## src/hw/rtl/frc16_pkg.sv

```systemverilog
// shared types, constants and the crc-16 byte update for the framed byte receiver
// no dependencies
`default_nettype none

package frc16_pkg;

  localparam logic [7:0]  STX_BYTE   = 8'hAA;
  localparam logic [7:0]  ETX_BYTE   = 8'h55;
  localparam logic [15:0] CRC_POLY   = 16'h1021;
  localparam logic [7:0]  KEY_TYPE   = 8'h10;
  localparam logic [1:0]  ETX_NEEDED = 2'd3;
  localparam int          MIN_FRAME  = 6;
  localparam int          TAIL_LEN   = 5;
  localparam int          PAY_LEN    = 8;

  localparam logic [1:0] ST_OK       = 2'd0;
  localparam logic [1:0] ST_SHORT    = 2'd1;
  localparam logic [1:0] ST_CRC_BAD  = 2'd2;
  localparam logic [1:0] ST_OVERFLOW = 2'd3;

  typedef struct packed {
    logic [1:0]  frame_status;
    logic [7:0]  message_type;
    logic [6:0]  frame_length;
    logic        is_key_frame;
    logic [31:0] key_value;
    logic [7:0]  slider_a;
    logic [7:0]  slider_b;
    logic [7:0]  slider_c;
    logic [7:0]  slider_d;
  } frc16_result_t;

  // crc-16, msb first, one byte unrolled
  function automatic logic [15:0] crc16_byte(input logic [15:0] crc, input logic [7:0] b);
    logic [15:0] c;
    c = crc ^ {b, 8'h00};
    for (int i = 0; i < 8; i++) begin
      c = c[15] ? ({c[14:0], 1'b0} ^ CRC_POLY) : {c[14:0], 1'b0};
    end
    return c;
  endfunction

endpackage

`default_nettype wire

```

## src/hw/rtl/frc16_if.sv

```systemverilog
// valid/ready channel interfaces for the received bytes and the frame reports
// no dependencies
`default_nettype none

interface frc16_in_if;
  logic       valid;
  logic       ready;
  logic [7:0] rx_byte;
  modport source (output valid, output rx_byte, input ready);
  modport sink (input valid, input rx_byte, output ready);
endinterface

interface frc16_out_if;
  logic        valid;
  logic        ready;
  logic [1:0]  frame_status;
  logic [7:0]  message_type;
  logic [6:0]  frame_length;
  logic        is_key_frame;
  logic [31:0] key_value;
  logic [7:0]  slider_a;
  logic [7:0]  slider_b;
  logic [7:0]  slider_c;
  logic [7:0]  slider_d;
  modport source (output valid, output frame_status, output message_type,
                  output frame_length, output is_key_frame, output key_value,
                  output slider_a, output slider_b, output slider_c, output slider_d,
                  input ready);
  modport sink (input valid, input frame_status, input message_type,
                input frame_length, input is_key_frame, input key_value,
                input slider_a, input slider_b, input slider_c, input slider_d,
                output ready);
endinterface

`default_nettype wire

```

## src/hw/rtl/frc16_parser.sv

```systemverilog
// frame state, crc accumulation, tail delay line and report builder, one byte per beat
// depends on frc16_pkg
`default_nettype none

module frc16_parser #(
  parameter int MAX_FRAME = 64
) (
  input  wire logic                     clk,
  input  wire logic                     rst_n,
  input  wire logic                     in_valid,
  input  wire logic [7:0]               in_byte,
  input  wire logic                     in_ready,
  output logic                          done,
  output frc16_pkg::frc16_result_t      res
);
  import frc16_pkg::*;

  localparam int LenCap = (MAX_FRAME < 127) ? MAX_FRAME : 127;

  logic        in_frame_r, in_frame_nxt;
  logic [1:0]  etx_run_r, etx_run_nxt;
  logic [6:0]  cnt_r, cnt_nxt;
  logic [15:0] crc_r, crc_nxt;
  logic [7:0]  tail_r [TAIL_LEN];
  logic [7:0]  tail_nxt [TAIL_LEN];
  logic [7:0]  type_r, type_nxt;
  logic [7:0]  pay_r [PAY_LEN];
  logic [7:0]  pay_nxt [PAY_LEN];
  logic        ovf_r, ovf_nxt;

  logic        accept;
  logic        start;
  logic        active;
  logic [1:0]  etx_c;
  logic [6:0]  cnt_c;
  logic [15:0] crc_c;
  logic [7:0]  tail_c [TAIL_LEN];
  logic [7:0]  type_c;
  logic [7:0]  pay_c [PAY_LEN];
  logic        ovf_c;
  logic [1:0]  etx_upd;
  logic [2:0]  pay_idx;
  logic [1:0]  status;
  logic        key;

  assign accept = in_valid & in_ready;
  assign start  = ~in_frame_r & (in_byte == STX_BYTE);
  assign active = in_frame_r | start;

  always_comb begin
    // a frame-opening stx sees cleared frame state
    etx_c  = start ? 2'd0 : etx_run_r;
    cnt_c  = start ? 7'd0 : cnt_r;
    crc_c  = start ? 16'd0 : crc_r;
    type_c = start ? 8'd0 : type_r;
    ovf_c  = start ? 1'b0 : ovf_r;
    for (int i = 0; i < TAIL_LEN; i++) tail_c[i] = start ? 8'd0 : tail_r[i];
    for (int i = 0; i < PAY_LEN; i++) pay_c[i] = start ? 8'd0 : pay_r[i];

    type_nxt = (cnt_c == 7'd1) ? in_byte : type_c;
    pay_idx  = 3'(cnt_c - 7'd2);
    for (int i = 0; i < PAY_LEN; i++) pay_nxt[i] = pay_c[i];
    if (cnt_c >= 7'd2 && cnt_c < 7'(2 + PAY_LEN)) pay_nxt[pay_idx] = in_byte;

    crc_nxt = (cnt_c >= 7'(TAIL_LEN)) ? crc16_byte(crc_c, tail_c[0]) : crc_c;
    for (int i = 0; i < TAIL_LEN - 1; i++) tail_nxt[i] = tail_c[i + 1];
    tail_nxt[TAIL_LEN - 1] = in_byte;

    if (cnt_c < 7'(LenCap)) begin
      cnt_nxt = cnt_c + 7'd1;
      ovf_nxt = ovf_c;
    end else begin
      cnt_nxt = cnt_c;
      ovf_nxt = 1'b1;
    end

    if (in_byte == ETX_BYTE) begin
      etx_upd = (etx_c < ETX_NEEDED) ? etx_c + 2'd1 : etx_c;
    end else begin
      etx_upd = 2'd0;
    end

    done = accept & active & (etx_upd == ETX_NEEDED);

    in_frame_nxt = (active && etx_upd != ETX_NEEDED);
    etx_run_nxt  = (etx_upd == ETX_NEEDED) ? 2'd0 : etx_upd;

    if (ovf_nxt) begin
      status = ST_OVERFLOW;
    end else if (cnt_nxt < 7'(MIN_FRAME)) begin
      status = ST_SHORT;
    end else if ({tail_nxt[0], tail_nxt[1]} != crc_nxt) begin
      status = ST_CRC_BAD;
    end else begin
      status = ST_OK;
    end
    key = (status == ST_OK) && (type_nxt == KEY_TYPE);

    res.frame_status = status;
    res.message_type = type_nxt;
    res.frame_length = cnt_nxt;
    res.is_key_frame = key;
    res.key_value    = key ? {pay_nxt[3], pay_nxt[2], pay_nxt[1], pay_nxt[0]} : 32'd0;
    res.slider_a     = key ? pay_nxt[4] : 8'd0;
    res.slider_b     = key ? pay_nxt[5] : 8'd0;
    res.slider_c     = key ? pay_nxt[6] : 8'd0;
    res.slider_d     = key ? pay_nxt[7] : 8'd0;
  end

  always_ff @(posedge clk) begin
    if (!rst_n) begin
      in_frame_r <= 1'b0;
      etx_run_r  <= 2'd0;
      cnt_r      <= 7'd0;
      crc_r      <= 16'd0;
      type_r     <= 8'd0;
      ovf_r      <= 1'b0;
      for (int i = 0; i < TAIL_LEN; i++) tail_r[i] <= 8'd0;
      for (int i = 0; i < PAY_LEN; i++) pay_r[i] <= 8'd0;
    end else if (accept && active) begin
      in_frame_r <= in_frame_nxt;
      etx_run_r  <= etx_run_nxt;
      cnt_r      <= cnt_nxt;
      crc_r      <= crc_nxt;
      type_r     <= type_nxt;
      ovf_r      <= ovf_nxt;
      for (int i = 0; i < TAIL_LEN; i++) tail_r[i] <= tail_nxt[i];
      for (int i = 0; i < PAY_LEN; i++) pay_r[i] <= pay_nxt[i];
    end
  end

  a_done_ends_frame: assert property (@(posedge clk) disable iff (!rst_n)
    done |=> !in_frame_r && etx_run_r == 2'd0)
    else $error("frame still open after terminator");

  a_key_needs_ok: assert property (@(posedge clk) disable iff (!rst_n)
    done && res.is_key_frame |-> res.frame_status == ST_OK && res.message_type == KEY_TYPE)
    else $error("key report on a bad frame");

  a_count_capped: assert property (@(posedge clk) disable iff (!rst_n)
    cnt_r <= 7'(LenCap))
    else $error("byte count past cap");

  a_ovf_at_cap: assert property (@(posedge clk) disable iff (!rst_n)
    ovf_r |-> cnt_r == 7'(LenCap))
    else $error("overflow flag without full count");

endmodule

`default_nettype wire

```

## src/hw/rtl/frc16_outbuf.sv

```systemverilog
// two-entry report buffer: output register plus skid slot
// depends on frc16_pkg and frc16_out_if
`default_nettype none

module frc16_outbuf (
  input  wire logic                     clk,
  input  wire logic                     rst_n,
  input  wire logic                     push_valid,
  input  wire frc16_pkg::frc16_result_t push_res,
  output logic                          push_ready,
  frc16_out_if.source                   out_ch
);
  import frc16_pkg::*;

  frc16_result_t out_r, skid_r;
  logic          out_v_r, skid_v_r;

  assign push_ready = ~skid_v_r;

  always_ff @(posedge clk) begin
    if (!rst_n) begin
      out_v_r  <= 1'b0;
      skid_v_r <= 1'b0;
    end else if (!out_v_r || out_ch.ready) begin
      if (skid_v_r) begin
        out_v_r  <= 1'b1;
        skid_v_r <= 1'b0;
      end else begin
        out_v_r <= push_valid;
      end
    end else if (push_valid) begin
      skid_v_r <= 1'b1;
    end
  end

  always_ff @(posedge clk) begin
    if (!out_v_r || out_ch.ready) begin
      out_r <= skid_v_r ? skid_r : push_res;
    end else if (push_valid && !skid_v_r) begin
      skid_r <= push_res;
    end
  end

  assign out_ch.valid        = out_v_r;
  assign out_ch.frame_status = out_r.frame_status;
  assign out_ch.message_type = out_r.message_type;
  assign out_ch.frame_length = out_r.frame_length;
  assign out_ch.is_key_frame = out_r.is_key_frame;
  assign out_ch.key_value    = out_r.key_value;
  assign out_ch.slider_a     = out_r.slider_a;
  assign out_ch.slider_b     = out_r.slider_b;
  assign out_ch.slider_c     = out_r.slider_c;
  assign out_ch.slider_d     = out_r.slider_d;

  a_skid_behind_out: assert property (@(posedge clk) disable iff (!rst_n)
    skid_v_r |-> out_v_r)
    else $error("skid slot full with output empty");

  a_no_push_when_full: assert property (@(posedge clk) disable iff (!rst_n)
    skid_v_r |-> !push_valid)
    else $error("report pushed into a full buffer");

  a_skid_drains: assert property (@(posedge clk) disable iff (!rst_n)
    skid_v_r && out_ch.ready |=> !skid_v_r && out_v_r)
    else $error("skid slot did not move forward");

endmodule

`default_nettype wire

```

## src/hw/rtl/frame_receiver_crc16_check_top.sv

```systemverilog
// framed byte receiver with crc-16 check, top level
// depends on frc16_pkg, frc16_if, frc16_parser, frc16_outbuf
//
// in_ch carries one received byte per beat. outside a frame every byte but
// stx (0xaa) is dropped; a frame runs from stx to the third consecutive etx
// (0x55). the two bytes before the etx run are the received crc-16 (poly 0x1021,
// init 0), checked against the crc of the earlier frame bytes.
// out_ch carries one report beat per terminated frame: status, message type,
// length and, for a good key frame (type 0x10), the key word and four sliders.
// bytes that end no frame produce no beat.
// a byte is taken every cycle while in_ch ready is high; the report is registered
// or held in the skid slot while out_ch stalls. the per-byte crc update of the
// delay line output and the frame checks sit in one register-to-register stage.
// reset clears all frame state and drops any pending reports.
// when out_ch stalls, one more report is held in a skid slot; in_ch ready drops
// only while both report slots are full.
`default_nettype none

module frame_receiver_crc16_check_top #(
  parameter int MAX_FRAME = 64
) (
  input  wire logic    clk,
  input  wire logic    rst_n,
  frc16_in_if.sink     in_ch,
  frc16_out_if.source  out_ch
);
  import frc16_pkg::*;

  logic          done;
  logic          in_ready;
  frc16_result_t res;

  assign in_ch.ready = in_ready;

  frc16_parser #(
    .MAX_FRAME (MAX_FRAME)
  ) u_parser (
    .clk      (clk),
    .rst_n    (rst_n),
    .in_valid (in_ch.valid),
    .in_byte  (in_ch.rx_byte),
    .in_ready (in_ready),
    .done     (done),
    .res      (res)
  );

  frc16_outbuf u_outbuf (
    .clk        (clk),
    .rst_n      (rst_n),
    .push_valid (done),
    .push_res   (res),
    .push_ready (in_ready),
    .out_ch     (out_ch)
  );

endmodule

`default_nettype wire

```

## src/flat_wrapper.sv

```systemverilog
// flat-port wrapper written by rule: the top's interface ports become plain ports
module frame_receiver_crc16_check_top_flat import frc16_pkg::*;
#(
  parameter int MAX_FRAME = 64
)
  (clk, rst_n, in_ch_valid, in_ch_rx_byte, in_ch_ready, out_ch_valid, out_ch_frame_status, out_ch_message_type, out_ch_frame_length, out_ch_is_key_frame, out_ch_key_value, out_ch_slider_a, out_ch_slider_b, out_ch_slider_c, out_ch_slider_d, out_ch_ready);
  frc16_in_if in_ch_i ();
  frc16_out_if out_ch_i ();
  input  wire logic clk;
  input  wire logic rst_n;
  input wire logic [$bits(in_ch_i.valid)-1:0] in_ch_valid;
  input wire logic [$bits(in_ch_i.rx_byte)-1:0] in_ch_rx_byte;
  output wire logic [$bits(in_ch_i.ready)-1:0] in_ch_ready;
  output wire logic [$bits(out_ch_i.valid)-1:0] out_ch_valid;
  output wire logic [$bits(out_ch_i.frame_status)-1:0] out_ch_frame_status;
  output wire logic [$bits(out_ch_i.message_type)-1:0] out_ch_message_type;
  output wire logic [$bits(out_ch_i.frame_length)-1:0] out_ch_frame_length;
  output wire logic [$bits(out_ch_i.is_key_frame)-1:0] out_ch_is_key_frame;
  output wire logic [$bits(out_ch_i.key_value)-1:0] out_ch_key_value;
  output wire logic [$bits(out_ch_i.slider_a)-1:0] out_ch_slider_a;
  output wire logic [$bits(out_ch_i.slider_b)-1:0] out_ch_slider_b;
  output wire logic [$bits(out_ch_i.slider_c)-1:0] out_ch_slider_c;
  output wire logic [$bits(out_ch_i.slider_d)-1:0] out_ch_slider_d;
  input wire logic [$bits(out_ch_i.ready)-1:0] out_ch_ready;
  assign in_ch_i.valid = in_ch_valid;
  assign in_ch_i.rx_byte = in_ch_rx_byte;
  assign in_ch_ready = in_ch_i.ready;
  assign out_ch_valid = out_ch_i.valid;
  assign out_ch_frame_status = out_ch_i.frame_status;
  assign out_ch_message_type = out_ch_i.message_type;
  assign out_ch_frame_length = out_ch_i.frame_length;
  assign out_ch_is_key_frame = out_ch_i.is_key_frame;
  assign out_ch_key_value = out_ch_i.key_value;
  assign out_ch_slider_a = out_ch_i.slider_a;
  assign out_ch_slider_b = out_ch_i.slider_b;
  assign out_ch_slider_c = out_ch_i.slider_c;
  assign out_ch_slider_d = out_ch_i.slider_d;
  assign out_ch_i.ready = out_ch_ready;
  frame_receiver_crc16_check_top #(.MAX_FRAME(MAX_FRAME)) u_core (.clk(clk), .rst_n(rst_n), .in_ch(in_ch_i), .out_ch(out_ch_i));
endmodule
```

## config.mk

```make
export PLATFORM = sky130hd
export DESIGN_NAME = frame_receiver_crc16_check_top_flat
export DESIGN_NICKNAME = d
export VERILOG_FILES = /design/src/hw/rtl/frc16_pkg.sv /design/src/hw/rtl/frc16_if.sv /design/src/hw/rtl/frc16_parser.sv /design/src/hw/rtl/frc16_outbuf.sv /design/src/hw/rtl/frame_receiver_crc16_check_top.sv /design/src/flat_wrapper.sv
export SDC_FILE = /design/constraint.sdc
export NUM_CORES = 1
export LEC_CHECK = 0
export BUFFER_PORTS_ARGS = -buffer_cell sky130_fd_sc_hd__clkbuf_2
export CORE_AREA = 3 3 232 166
export CTS_CLUSTER_DIAMETER = 50
export CTS_CLUSTER_SIZE = 40
export DETAILED_ROUTE_END_ITERATION = 6
export DIE_AREA = 0 0 235 169
export PLACE_DENSITY = 0.53
export SYNTH_ARGS = -nofsm -noshare
export SYNTH_HDL_FRONTEND = slang
export SYNTH_SLANG_ARGS = --single-unit
```

## constraint.sdc

```tcl
create_clock -name clk -period 17.2 [get_ports clk]
set_clock_uncertainty 0.2 [all_clocks]
set_input_delay 3.44 -clock clk [delete_from_list [all_inputs] [get_ports clk]]
set_output_delay 3.44 -clock clk [all_outputs]
set_load 0.01 [all_outputs]
```

==> impl_results.rst, run 1 <==
.. list-table::
   :header-rows: 1

   * - Metric
     - Value
   * - Outcome
     - finished clean
   * - Final net count
     - approximately 1200
   * - Endpoints failing setup
     - 0
   * - Share of post-route cells with drive strength above 1
     - between 10% and 20%
   * - Share of flip-flops with an asynchronous set or reset
     - 0%
   * - Final global-route overflow total
     - 0
   * - Internal power summed over all cells
     - 1.19 mW
   * - Power share of the sequential group
     - 51.6%
   * - Count of instances resized after the clock tree is built
     - 0
   * - Total of flip-flops plus latches after synthesis
     - ~310
   * - Start of the worst register-to-register path
     - u_core.u_parser.in_frame_r$_SDFFE_PN0P_
   * - Last element of the critical path
     - u_core.u_outbuf.out_ch.slider_a[4]$_DFFE_PP_
   * - Leading cell types by total area after synthesis
     - edfxtp_1 (58%), dfxtp_1 (5.4%), nor2_1 (4.3%)
   * - Total Power Consumption
     - 1.57 mW
   * - Post-synth top flop
     - edfxtp_1
   * - Net switching fraction of the power
     - 24.1%
   * - Average footprint of a synthesized cell
     - approximately 12 µm²
   * - Worst Reg-to-Reg Cells
     - 15
   * - Insertion delay of the later-clocked pin in the worst-skew pair
     - around 0.59 ns
   * - Final critical delay including setup and external delays
     - 7.89 ns
   * - WS Path Type
     - in -> reg
   * - Synthesized instance count
     - 1160
   * - Die outline height
     - 169 µm
   * - Actual transition at the worst max-transition pin
     - 1.34 ns
   * - Hold Path Class
     - reg -> reg
   * - GRT Total Usage
     - 16.7%
   * - Combinational fraction of design power
     - 2.8%
   * - Share of the core filled with cells in the final layout
     - 42.9%
   * - Number of antenna violations at the first check in global routing
     - 0
   * - Number of endpoints with negative hold slack in the final report
     - 0
   * - Clock transition at path regs
     - 0.08 ns
   * - Longest Clk Path Bufs
     - 3
   * - Top-area cell type share of the netlist area
     - 58.4%
   * - Register area share after synthesis
     - 63.8%
   * - IR drop worst, VDD
     - 0.0752 mV
   * - Die Width
     - between 200 and 250 µm
   * - P_sw
     - 0.379 mW
   * - Via count of the first global-routing pass
     - 8665
   * - CTS Hold Bufs
     - 0
   * - Pwr/cell area
     - 99.8 nW/µm²
   * - DRC
     - 0
   * - Net count after synthesis
     - 1174
   * - Via/cell ratio
     - 5.32
   * - Top-level I/O count
     - between 90 and 100
   * - Maximum Capacitance Violations
     - 0
   * - Top cell type by total area after synthesis
     - edfxtp_1
   * - H-tree lvl count
     - 1
   * - Capturing element type of the critical path
     - flip-flop
   * - # rows
     - 59
   * - Global-route wire length before repair
     - 52.8 mm
   * - RSZ-0062 raised after global routing
     - false
   * - Number of clock buffers inserted by TritonCTS
     - 30
   * - Setup TNS after final layout
     - 0 ns
   * - Vias
     - 9180
   * - R2R Path End
     - u_core.u_outbuf.out_ch.slider_a[4]$_DFFE_PP_
   * - Leakage power of the design
     - 5.85 nW
   * - Antenna violation net count after detailed routing
     - 0
   * - Mapped cell area
     - 13800 µm²
   * - Core Region
     - 36700 µm²
   * - CTS tree
     - built
   * - Normalized max-slew margin
     - 10.3%
   * - Yosys warnings
     - 0
   * - Quantity of I/O buffers inserted on ports
     - 95
   * - Sum of routed wire length over all layers
     - 34.0 mm
   * - Post-DR wirelength/cell
     - 19.7 µm
   * - Clock tree root driver cell
     - clkbuf_16
   * - Maximum fanout along the worst path
     - 81
   * - Clk network pwr share
     - 45.6%
   * - Post-synth EDFFs
     - 268
   * - Count of clock tree sinks
     - between 300 and 400
   * - Drt first-iter violations
     - 898
   * - Startpoint type of the worst setup path
     - primary input
   * - Worst endpoint data arrival time
     - 7.99 ns
   * - Portion of the clock cycle consumed by the worst path in the final layout
     - 45.9%
   * - GPL Wtd Cong
     - 0.876
   * - Worst reg2reg setup slack
     - 12.41 ns
   * - Pre-antenna DRT Iters
     - 5
   * - Post CTS Setup Buffer Count
     - 0
   * - Detailed placement HPWL
     - roughly 21 mm
   * - Area of the die
     - 39700 µm²
   * - Max-slew violation count
     - 0
   * - Area Growth Syn to Fin
     - 14.2%
   * - Data required, critical path
     - between 15 and 20 ns
   * - Maximum number of pins on one net before global-route repair
     - between 100 and 150
   * - Count of unique library cells instantiated by Yosys
     - 66
   * - Starting utilization of the core area
     - a little under two fifths
   * - Max Freq
     - 0.127 GHz
   * - Timing startpoint of the critical path
     - in_ch_rx_byte[1]
cells by family after synthesis:
logic type | count (synthesis) | synth area share [%]
mux | 12 | 0.972
compound gates | 212 | 11.7
xor+xnor | 45 | 3.22
flops | 305 | 63.8
fa+ha+maj | 2 | 0.182
buf+inv | 110 | 3.37
simple gates | 474 | 16.8
final cells by class:
cell class / count / area [µm²]
fillers: 3447 / 21000
flip-flops and latches: 305 / 8790
clock buffers: 32 / 779
inverters: 21 / 78.8
diodes: 1 / 2.50
clock inverters: 24 / 323
multi-input cells: 745 / 4560
repair buffers: 111 / 596
well taps: 488 / 611
layer usage:
layer	global-route usage [%]	up-vias	share of wire [%]
met4	3.22	0	1.5
met5	0	-	0
met2	23.6	282	42
met3	2.74	42	6.2
met1	26.8	4498	51
li1	-	4358	-
power groups by stage:
stage / Sequential, mW / Clock [mW] / Combinational [mW]
6_report: 0.810 / 0.716 / 0.0447
5_1_grt: 0.811 / 0.764 / 0.0486
4_1_cts: 0.810 / 0.734 / 0.0449
3_5_place_dp: 0.827 / 0 / 0.0445
3_3_place_gp: 0.827 / 0 / 0.0449
2_1_floorplan: 0.827 / 0 / 0.0303
Yosys cell counts, types with 3 or more instances:
cell,n
o31ai_2,34
a21boi_0,20
inv_1,21
edfxtp_1,268
and2_1,16
dfxtp_1,37
clkbuf_1,69
and3_1,65
a22oi_1,11
mux2_2,11
nand2_1,110
or4_1,5
nor2_1,156
nand3_1,31
nand2b_1,3
xor2_1,17
o21ai_1,10
a21oi_1,41
xnor2_1,23
nor2b_1,33
nor3_1,14
buf_6,4
a32o_1,5
nor4_1,8
or3_1,6
buf_1,3
o31ai_1,29
a22o_1,6
nand4_1,4
o22ai_1,3
a31oi_1,8
buf_2,11
nor3b_1,12
o21ai_0,25
layout by cell type (no fill, tap or decap), types with 12 or more instances in the layout:
cell       count
dfxtp_1       36
nor3_1        14
inv_1         21
buf_4         16
and2_1        16
a21boi_0      20
o31ai_2       34
a21oi_1       41
clkbuf_16     31
edfxtp_1     268
nand3_1       31
xor2_1        17
clkbuf_2      95
nand2_1      108
o31ai_1       29
nor2_1       156
o21ai_0       25
and3_1        65
xnor2_1       23
nor3b_1       12
nor2b_1       33
worst max-delay path: stages:
cell	delay, ns
clkbuf_2	0.30
nor4bb_4	0.39
nand4b_1	0.17
buf_4	0.30
nand2_1	0.19
inv_1	0.06
ha_1	0.23
o31ai_1	0.26
and2_1	0.32
nor3_1	0.10
or3_1	0.37
nand3_1	0.11
a2111oi_2	0.06
nand4_1	0.10
buf_4	0.71
buf_4	0.65
o31ai_1	0.14
worst min-delay path by stage:
stage                                           startpoint                                      to  cells after the start
floorplan               u_core.u_parser.ovf_r$_SDFFE_PN0P_      u_core.u_parser.ovf_r$_SDFFE_PN0P_                      2
global placement    u_core.u_parser.type_r[2]$_SDFFE_PN0P_  u_core.u_parser.type_r[2]$_SDFFE_PN0P_                      2
detailed placement      u_core.u_parser.ovf_r$_SDFFE_PN0P_      u_core.u_parser.ovf_r$_SDFFE_PN0P_                      2
CTS                 u_core.u_parser.type_r[2]$_SDFFE_PN0P_  u_core.u_parser.type_r[2]$_SDFFE_PN0P_                      2
global route        u_core.u_parser.type_r[2]$_SDFFE_PN0P_  u_core.u_parser.type_r[2]$_SDFFE_PN0P_                      2
finish              u_core.u_parser.type_r[2]$_SDFFE_PN0P_  u_core.u_parser.type_r[2]$_SDFFE_PN0P_                      2
per-stage QoR:
step           cells  hold WS, ns  area, µm²  setup slack [ns]
2_1_floorplan   1160        0.271      13800              2.85
3_3_place_gp    1670        0.288      14600              8.84
3_5_place_dp    1670        0.301      14600              8.74
4_1_cts         1726        0.311      15700              9.36
5_1_grt         1726        0.341      15700              8.98
6_report        1727        0.310      15700              9.31
registers in the layout, indices dropped and copies added (netlist names):
| register | count |
|---|---|
| u_core.u_outbuf.out_ch.frame_length | 7 |
| u_core.u_outbuf.out_ch.frame_status | 2 |
| u_core.u_outbuf.out_ch.is_key_frame | 1 |
| u_core.u_outbuf.out_ch.key_value | 32 |
| u_core.u_outbuf.out_ch.message_type | 8 |
| u_core.u_outbuf.out_ch.slider_a | 8 |
| u_core.u_outbuf.out_ch.slider_b | 8 |
| u_core.u_outbuf.out_ch.slider_c | 8 |
| u_core.u_outbuf.out_ch.slider_d | 8 |
| u_core.u_outbuf.out_ch.valid | 1 |
| u_core.u_outbuf.skid_r | 82 |
| u_core.u_outbuf.skid_v_r | 1 |
| u_core.u_parser.cnt_r | 7 |
| u_core.u_parser.crc_r | 16 |
| u_core.u_parser.etx_run_r | 2 |
| u_core.u_parser.in_frame_r | 1 |
| u_core.u_parser.ovf_r | 1 |
| u_core.u_parser.pay_r | 64 |
| u_core.u_parser.tail_r | 40 |
| u_core.u_parser.type_r | 8 |
Note: power is estimated with default switching activity, not from simulation.
==> inputs of run 2 (changes only) <==
- clock period: 17.2 -> 7.86 ns (I/O delays scaled with it)
==> impl_results.rst, run 2 (synthesized netlist as in run 1, its figures left out) <==
.. list-table::
   :header-rows: 1

   * - Metric
     - Value
   * - Timing startpoint of the critical path
     - in_ch_rx_byte[1]
   * - Outcome
     - finished clean
   * - Start of the worst register-to-register path
     - u_core.u_parser.in_frame_r$_SDFFE_PN0P_
   * - Startpoint of the tightest hold check path
     - u_core.u_parser.type_r[2]$_SDFFE_PN0P_
   * - Number of antenna violations at the first check in global routing
     - 1 (+1)
   * - Leading cell type in the layout, fill and taps excluded
     - edfxtp_1
   * - Area of the die
     - 39700 µm² (unchanged)
   * - Delay of the slowest cell on the worst path
     - 0.45 ns (-0.26 ns)
   * - Largest reg by FF count
     - u_core.u_outbuf.skid_r
   * - Starting utilization of the core area
     - 37.6% (unchanged)
   * - Placed inst area
     - 14700 µm² (+0.11%)
   * - Multi-input combinational cell area
     - 4570 µm² (+0.30%)
   * - Longest Clk Path Bufs
     - 3 (unchanged)
   * - GPL Wtd Cong
     - 0.881 (+0.59%)
   * - Number of buffer and inverter stages on the critical path
     - 4 (-1)
   * - Number of endpoints with negative hold slack in the final report
     - 0 (unchanged)
   * - DRC
     - 0 (unchanged)
   * - # rows
     - 59 (unchanged)
   * - Global-route wire length before repair
     - 53.1 mm (+0.54%)
   * - Final global-route overflow total
     - 0 (unchanged)
   * - Quantity of I/O buffers inserted on ports
     - 95 (unchanged)
   * - Endpoints failing setup
     - 0 (unchanged)
   * - Count of clock tree sinks
     - 305 (unchanged)
   * - Top Registers
     - u_core.u_outbuf.skid_r x82, u_core.u_parser.pay_r x64, u_core.u_parser.tail_r x40
   * - Cell seen most often among critical-path stages
     - o31ai_1
   * - Insertion delay of the later-clocked pin in the worst-skew pair
     - 0.58 ns (about the same)
   * - Capturing element type of the critical path
     - flip-flop
   * - Top routing layer in use
     - met4
   * - Actual transition at the worst max-transition pin
     - 1.21 ns (-0.125 ns)
   * - Normalized max-slew margin
     - 18.6% (+8.4 points)
   * - IR drop worst, VDD
     - 0.165 mV (+120%)
   * - Total length of routed met3 wires
     - 2.12 mm (+0.76%)
   * - Startpoint type of the worst setup path
     - primary input
   * - Via count of the first global-routing pass
     - 8605 (-0.69%)
   * - Count of instances resized after the clock tree is built
     - 0 (unchanged)
   * - Leakage power of the design
     - 5.86 nW (+0.20%)
   * - Maximum fanout along the worst path
     - 130 (+60%)
   * - Area Growth Syn to Fin
     - 14.0%
   * - Max-slew violation count
     - 0 (unchanged)
   * - Via/cell ratio
     - 5.29 (-0.48%)
   * - Data required, critical path
     - 8.04 ns (-9.26 ns)
   * - Number of filler instances in the final layout
     - 3439 (-0.23%)
   * - Top-level I/O count
     - 96 (unchanged)
   * - Core Region
     - 36700 µm² (unchanged)
   * - WS Path Type
     - in -> reg
   * - Clock tree root driver cell
     - clkbuf_16
   * - H-tree lvl count
     - 1 (unchanged)
   * - Routed length on met1
     - 17.0 mm (-1.1%)
   * - Die outline height
     - 169 µm (unchanged)
   * - Share of post-route cells with drive strength above 1
     - 17.6% (-0.39 points)
   * - CTS tree
     - built
   * - GRT Total Usage
     - 16.9% (+0.15 points)
   * - Sum of routed wire length over all layers
     - 34.3 mm (+0.77%)
   * - Hold Path Class
     - reg -> reg
   * - Final critical delay including setup and external delays
     - 5.76 ns
   * - Total length of routed met2 wires
     - 14.6 mm (+2.3%)
   * - Cell family contributing the most delay on the critical path
     - simple AND/OR/NAND/NOR gates
   * - Portion of the clock cycle consumed by the worst path in the final layout
     - 73.3%
   * - Post-DR wirelength/cell
     - 19.9 µm (+0.83%)
   * - Post CTS Setup Buffer Count
     - 0 (unchanged)
   * - Total Power Consumption
     - 3.40 mW (+120%)
   * - Maximum number of pins on one net before global-route repair
     - 131 (+25%)
   * - Maximum Capacitance Violations
     - 0 (unchanged)
   * - Slowest library cell on the worst path
     - a2111oi_2
   * - Pwr/cell area
     - 217 nW/µm² (+120%)
   * - Die Width
     - 235 µm (unchanged)
   * - Series of cell instances along the critical path
     - clkbuf_2 > nor4bb_4 > nand4b_1 > buf_4 > nand2_1 > inv_1 > ha_1 > o31ai_1 > and2_1 > nor2_2 > nor4b_2 > a41oi_1 > a2111oi_2 > nand4_1 > buf_12 > o31ai_1
   * - Most used cells in the layout excluding fill and tap cells
     - edfxtp_1 (268), nor2_1 (156), nand2_1 (108), clkbuf_2 (95), and3_1 (65)
   * - Max Freq
     - 0.174 GHz
   * - Flip-flop count of the largest register after layout
     - 82 (unchanged)
   * - Antenna violation net count after detailed routing
     - 0 (unchanged)
   * - Worst endpoint data arrival time
     - 5.94 ns (-2.05 ns)
   * - Pre-antenna DRT Iters
     - 5 (unchanged)
   * - Setup TNS after final layout
     - 0 ns (unchanged)
   * - Worst Setup Slack post-DPL
     - 1.74 ns (-7.00 ns)
   * - Vias
     - 9131 (-0.53%)
   * - CTS Hold Bufs
     - 0 (unchanged)
   * - Drt first-iter violations
     - 810 (-9.8%)
   * - Register area
     - 8790 µm² (unchanged)
   * - Worst-case setup margin in the final layout
     - 2.10 ns (-7.21 ns)
   * - RSZ-0062 raised after global routing
     - false
   * - Number of clock buffers inserted by TritonCTS
     - 31 (+3.3%)
   * - Layout Cell Area excl Fill
     - 15700 µm² (-0.20%)
   * - Final net count
     - 1226 (-0.16%)
   * - Clock transition at path regs
     - 0.07 ns (about the same)
   * - Detailed placement HPWL
     - 20.8 mm (-1.7%)
-- run 2: changes by cell type in the layout (fill, tap and decap cells not counted), moves of 3 or more --
cell,before,now
clkbuf_1,1,4
buf_4,16,11
inv_6,2,6
inv_12,4,0
clkinv_8,6,2
-- run 2: tightest hold or removal path: cells and delay by family, from the launching register on --
family	cells	cell delay [ns]
AND/OR/NAND/NOR	2	0.15
flip-flops	1	0.31
-- run 2: path summary, 6_finish.rpt --
kind	endpoint	slack (ns)	cells past startpoint
setup / recovery	u_core.u_outbuf.out_ch.slider_b[2]$_DFFE_PP_	2.10	16
hold / removal	u_core.u_parser.type_r[2]$_SDFFE_PN0P_	0.31	2
setup reg to reg	u_core.u_outbuf.out_ch.slider_b[2]$_DFFE_PP_	3.28	14
hold reg to reg	u_core.u_parser.type_r[2]$_SDFFE_PN0P_	0.31	2
-- run 2: area by class of cell --
class / instances / area share [%]
multi-input cells: 745 / 29.1
inverters: 21 / 0.502
repair buffers: 108 / 3.81
clock buffers: 35 / 5.03
flip-flops and latches: 305 / 56.0
well taps: 488 / 3.89
diodes: 1 / 0.0159
clock inverters: 23 / 1.68
-- run 2: through the flow --
stage | cells | util [%] | hold slack (ns)
2_1_floorplan | 1160 | - | 0.271
3_3_place_gp | 1667 | 39.9 | 0.296
3_5_place_dp | 1667 | 39.9 | 0.295
4_1_cts | 1725 | 42.8 | 0.304
5_1_grt | 1725 | 42.8 | 0.344
6_report | 1726 | 42.8 | 0.306
-- run 2: where the power goes --
part / internal [mW] / leakage, nW / switching (mW)
logic: 0.0301 / 2.35 / 0.0679
clock network: 0.847 / 0.513 / 0.684
registers: 1.77 / 2.99 / 0.00873
total: 2.64 / 5.86 / 0.760
-- run 2: layer usage --
metal / vias to the layer above / track usage [%]
met5: - / 0
met4: 0 / 3.16
met3: 54 / 3.44
met2: 255 / 24.2
met1: 4465 / 26.4
li1: 4357 / -
==> inputs of run 3 (changes only) <==
- PLACE_DENSITY: 0.53 -> 0.55
- clock period: 7.86 -> 5.2 ns (I/O delays scaled with it)
==> impl_results.rst, run 3 (synthesized netlist as in run 1, its figures left out) <==
.. list-table::
   :header-rows: 1

   * - Metric
     - Value
   * - Detailed placement HPWL
     - 21.5 mm (+3.1%)
   * - DRC
     - 0 (unchanged)
   * - Flip-flop count of the largest register after layout
     - 82 (unchanged)
   * - Worst endpoint data arrival time
     - 4.71 ns (-1.23 ns)
   * - Quantity of I/O buffers inserted on ports
     - 95 (unchanged)
   * - Global-route wire length before repair
     - 53.4 mm (+0.69%)
   * - Post CTS Setup Buffer Count
     - 0 (unchanged)
   * - H-tree lvl count
     - 1 (unchanged)
   * - Pwr/cell area
     - 316 nW/µm² (+46%)
   * - Power share of the sequential group
     - 53.3% (+1.2 points)
   * - Final critical delay including setup and external delays
     - ~4.6 ns
   * - Endpoints failing setup
     - 0 (unchanged)
   * - Antenna Diode Count
     - 0 (-1)
   * - Most used cells in the layout excluding fill and tap cells
     - edfxtp_1 (268), nor2_1 (156), nand2_1 (108), clkbuf_2 (95), and3_1 (65)
   * - Vias
     - 9301 (+1.9%)
   * - Die Width
     - 235 µm (unchanged)
   * - Capturing element type of the critical path
     - flip-flop
   * - Number of clock buffers inserted by TritonCTS
     - 29 (-6.5%)
   * - Largest reg by FF count
     - u_core.u_outbuf.skid_r
   * - Top-level I/O count
     - 96 (unchanged)
   * - Core Region
     - 36700 µm² (unchanged)
   * - Share of the core filled with cells in the final layout
     - 43.3% (+0.50 points)
   * - Sum of routed wire length over all layers
     - 34.1 mm (-0.69%)
   * - Net switching fraction of the power
     - 23.3% (+0.93 points)
   * - Maximum fanout along the worst path
     - 42 (-68%)
   * - Final global-route overflow total
     - 0 (unchanged)
   * - Final net count
     - 1256 (+2.4%)
   * - Pre-antenna DRT Iters
     - 5 (unchanged)
   * - Actual transition at the worst max-transition pin
     - 1.20 ns (-0.00782 ns)
   * - Hold Path Class
     - reg -> reg
   * - Via/cell ratio
     - 5.31 (+0.35%)
   * - Count of clock tree sinks
     - 305 (unchanged)
   * - GRT Total Usage
     - 16.9% (about the same)
   * - Count of instances resized after the clock tree is built
     - 0 (unchanged)
   * - IR drop worst, VDD
     - 0.218 mV (+32%)
   * - Startpoint of the tightest hold check path
     - u_core.u_parser.type_r[3]$_SDFFE_PN0P_
   * - Number of filler instances in the final layout
     - 3399 (-1.2%)
   * - CTS Hold Bufs
     - 0 (unchanged)
   * - Max-slew violation count
     - 0 (unchanged)
   * - Start of the worst register-to-register path
     - u_core.u_parser.in_frame_r$_SDFFE_PN0P_
   * - Maximum number of pins on one net before global-route repair
     - 102 (-22%)
   * - Combinational fraction of design power
     - 3.2% (+0.3 points)
   * - Die outline height
     - 169 µm (unchanged)
   * - CTS tree
     - built
   * - Clock transition at path regs
     - 0.08 ns (about the same)
   * - Number of endpoints with negative hold slack in the final report
     - 0 (unchanged)
   * - Via count of the first global-routing pass
     - 8729 (+1.4%)
   * - Portion of the clock cycle consumed by the worst path in the final layout
     - between 80% and 90%
   * - # rows
     - 59 (unchanged)
   * - Normalized max-slew margin
     - 19.5% (+0.89 points)
   * - RSZ-0062 raised after global routing
     - false
   * - Max Freq
     - 0.219 GHz
   * - Number of antenna violations at the first check in global routing
     - 0 (-1)
   * - Clk network pwr share
     - 43.5% (-1.5 points)
   * - Clock tree root driver cell
     - clkbuf_16
   * - Starting utilization of the core area
     - 37.6% (unchanged)
   * - Area Growth Syn to Fin
     - 15.4%
   * - Register area
     - 8790 µm² (unchanged)
   * - Antenna violation net count after detailed routing
     - 0 (unchanged)
   * - Outcome
     - finished clean
   * - GPL Wtd Cong
     - 0.910 (+3.3%)
   * - Startpoint type of the worst setup path
     - primary input
   * - Multi-input combinational cell area
     - 4570 µm² (about the same)
   * - Top Registers
     - u_core.u_outbuf.skid_r x82, u_core.u_parser.pay_r x64, u_core.u_parser.tail_r x40
   * - Post-DR wirelength/cell
     - 19.4 µm (-2.2%)
   * - Data required, critical path
     - 5.35 ns (-2.69 ns)
   * - WS Path Type
     - in -> reg
   * - Share of post-route cells with drive strength above 1
     - 19.8% (+2.2 points)
   * - Worst reg2reg setup slack
     - 1.22 ns (-2.06 ns)
   * - Setup TNS after final layout
     - 0 ns (unchanged)
   * - Drt first-iter violations
     - 861 (+6.3%)
   * - Insertion delay of the later-clocked pin in the worst-skew pair
     - 0.57 ns (about the same)
   * - Leading cell type in the layout, fill and taps excluded
     - edfxtp_1
   * - Longest Clk Path Bufs
     - 3 (unchanged)
   * - Leakage power of the design
     - 5.97 nW (+2.0%)
   * - Timing startpoint of the critical path
     - in_ch_rx_byte[1]
   * - Area of the die
     - 39700 µm² (unchanged)
   * - Maximum Capacitance Violations
     - 0 (unchanged)
   * - P_sw
     - 1.17 mW (+54%)
   * - Internal power summed over all cells
     - 3.85 mW (+46%)
-- run 3: cell count changes in the layout (fill, tap and decap cells not counted), sizes merged --
cell and delta:
clkbuf -4, buf +32, clkinvlp +1, bufinv -2, diode -1
-- run 3: critical path, stage by stage --
cell and delay (ns):
clkbuf_2 0.13, nor4bb_4 0.49, nand4b_1 0.23, and2_1 0.23, inv_1 0.06, ha_1 0.18, o31ai_1 0.09, and2_1 0.23
or4_1 0.47, nand3_1 0.09, nand3_1 0.08, a2111oi_2 0.32, nand4_1 0.27, buf_4 0.35, o31ai_1 0.41
-- run 3: final timing paths --
kind / cells after the start / to
setup / recovery: 15 / u_core.u_outbuf.out_ch.slider_b[7]$_DFFE_PP_
hold / removal: 2 / u_core.u_parser.type_r[3]$_SDFFE_PN0P_
setup reg to reg: 9 / u_core.u_outbuf.out_ch.slider_b[7]$_DFFE_PP_
hold reg to reg: 2 / u_core.u_parser.type_r[3]$_SDFFE_PN0P_
-- run 3: area by class of cell --
class	instances	area share, %
Clock inverter	22	1.48
Timing Repair Buffer	140	5.43
Inverter	21	0.496
Clock buffer	31	4.68
Tap cell	488	3.84
Multi-Input combinational cell	745	28.8
Sequential cell	305	55.3
-- run 3: routing by layer --
| metal | track usage [%] | up-vias | part of all wire, % |
|---|---|---|---|
| met5 | 0 | - | 0 |
| met4 | 3.03 | 0 | 1.6 |
| met3 | 2.70 | 40 | 5.3 |
| met2 | 24.0 | 276 | 41 |
| met1 | 27.1 | 4578 | 52 |
| li1 | - | 4407 | - |
-- run 3: stage by stage --
stage               worst slack, ns  power [mW]  instances  hold slack (ns)  area, µm²
floorplan                   -0.0490        2.84       1160            0.271      13800
global placement              0.203        2.89       1699            0.286      14900
detailed placement            0.201        2.89       1699            0.298      14900
CTS                           0.744        5.07       1752            0.308      15900
global route                  0.439        5.19       1752            0.325      15900
finish                        0.640        5.02       1752            0.304      15900
-- run 3: power by group through the flow --
stage / clock network [mW] / registers [mW] / logic (mW)
floorplan: 0 / 2.73 / 0.102
global placement: 0 / 2.73 / 0.159
detailed placement: 0 / 2.73 / 0.160
CTS: 2.23 / 2.68 / 0.160
global route: 2.33 / 2.68 / 0.174
finish: 2.19 / 2.68 / 0.160
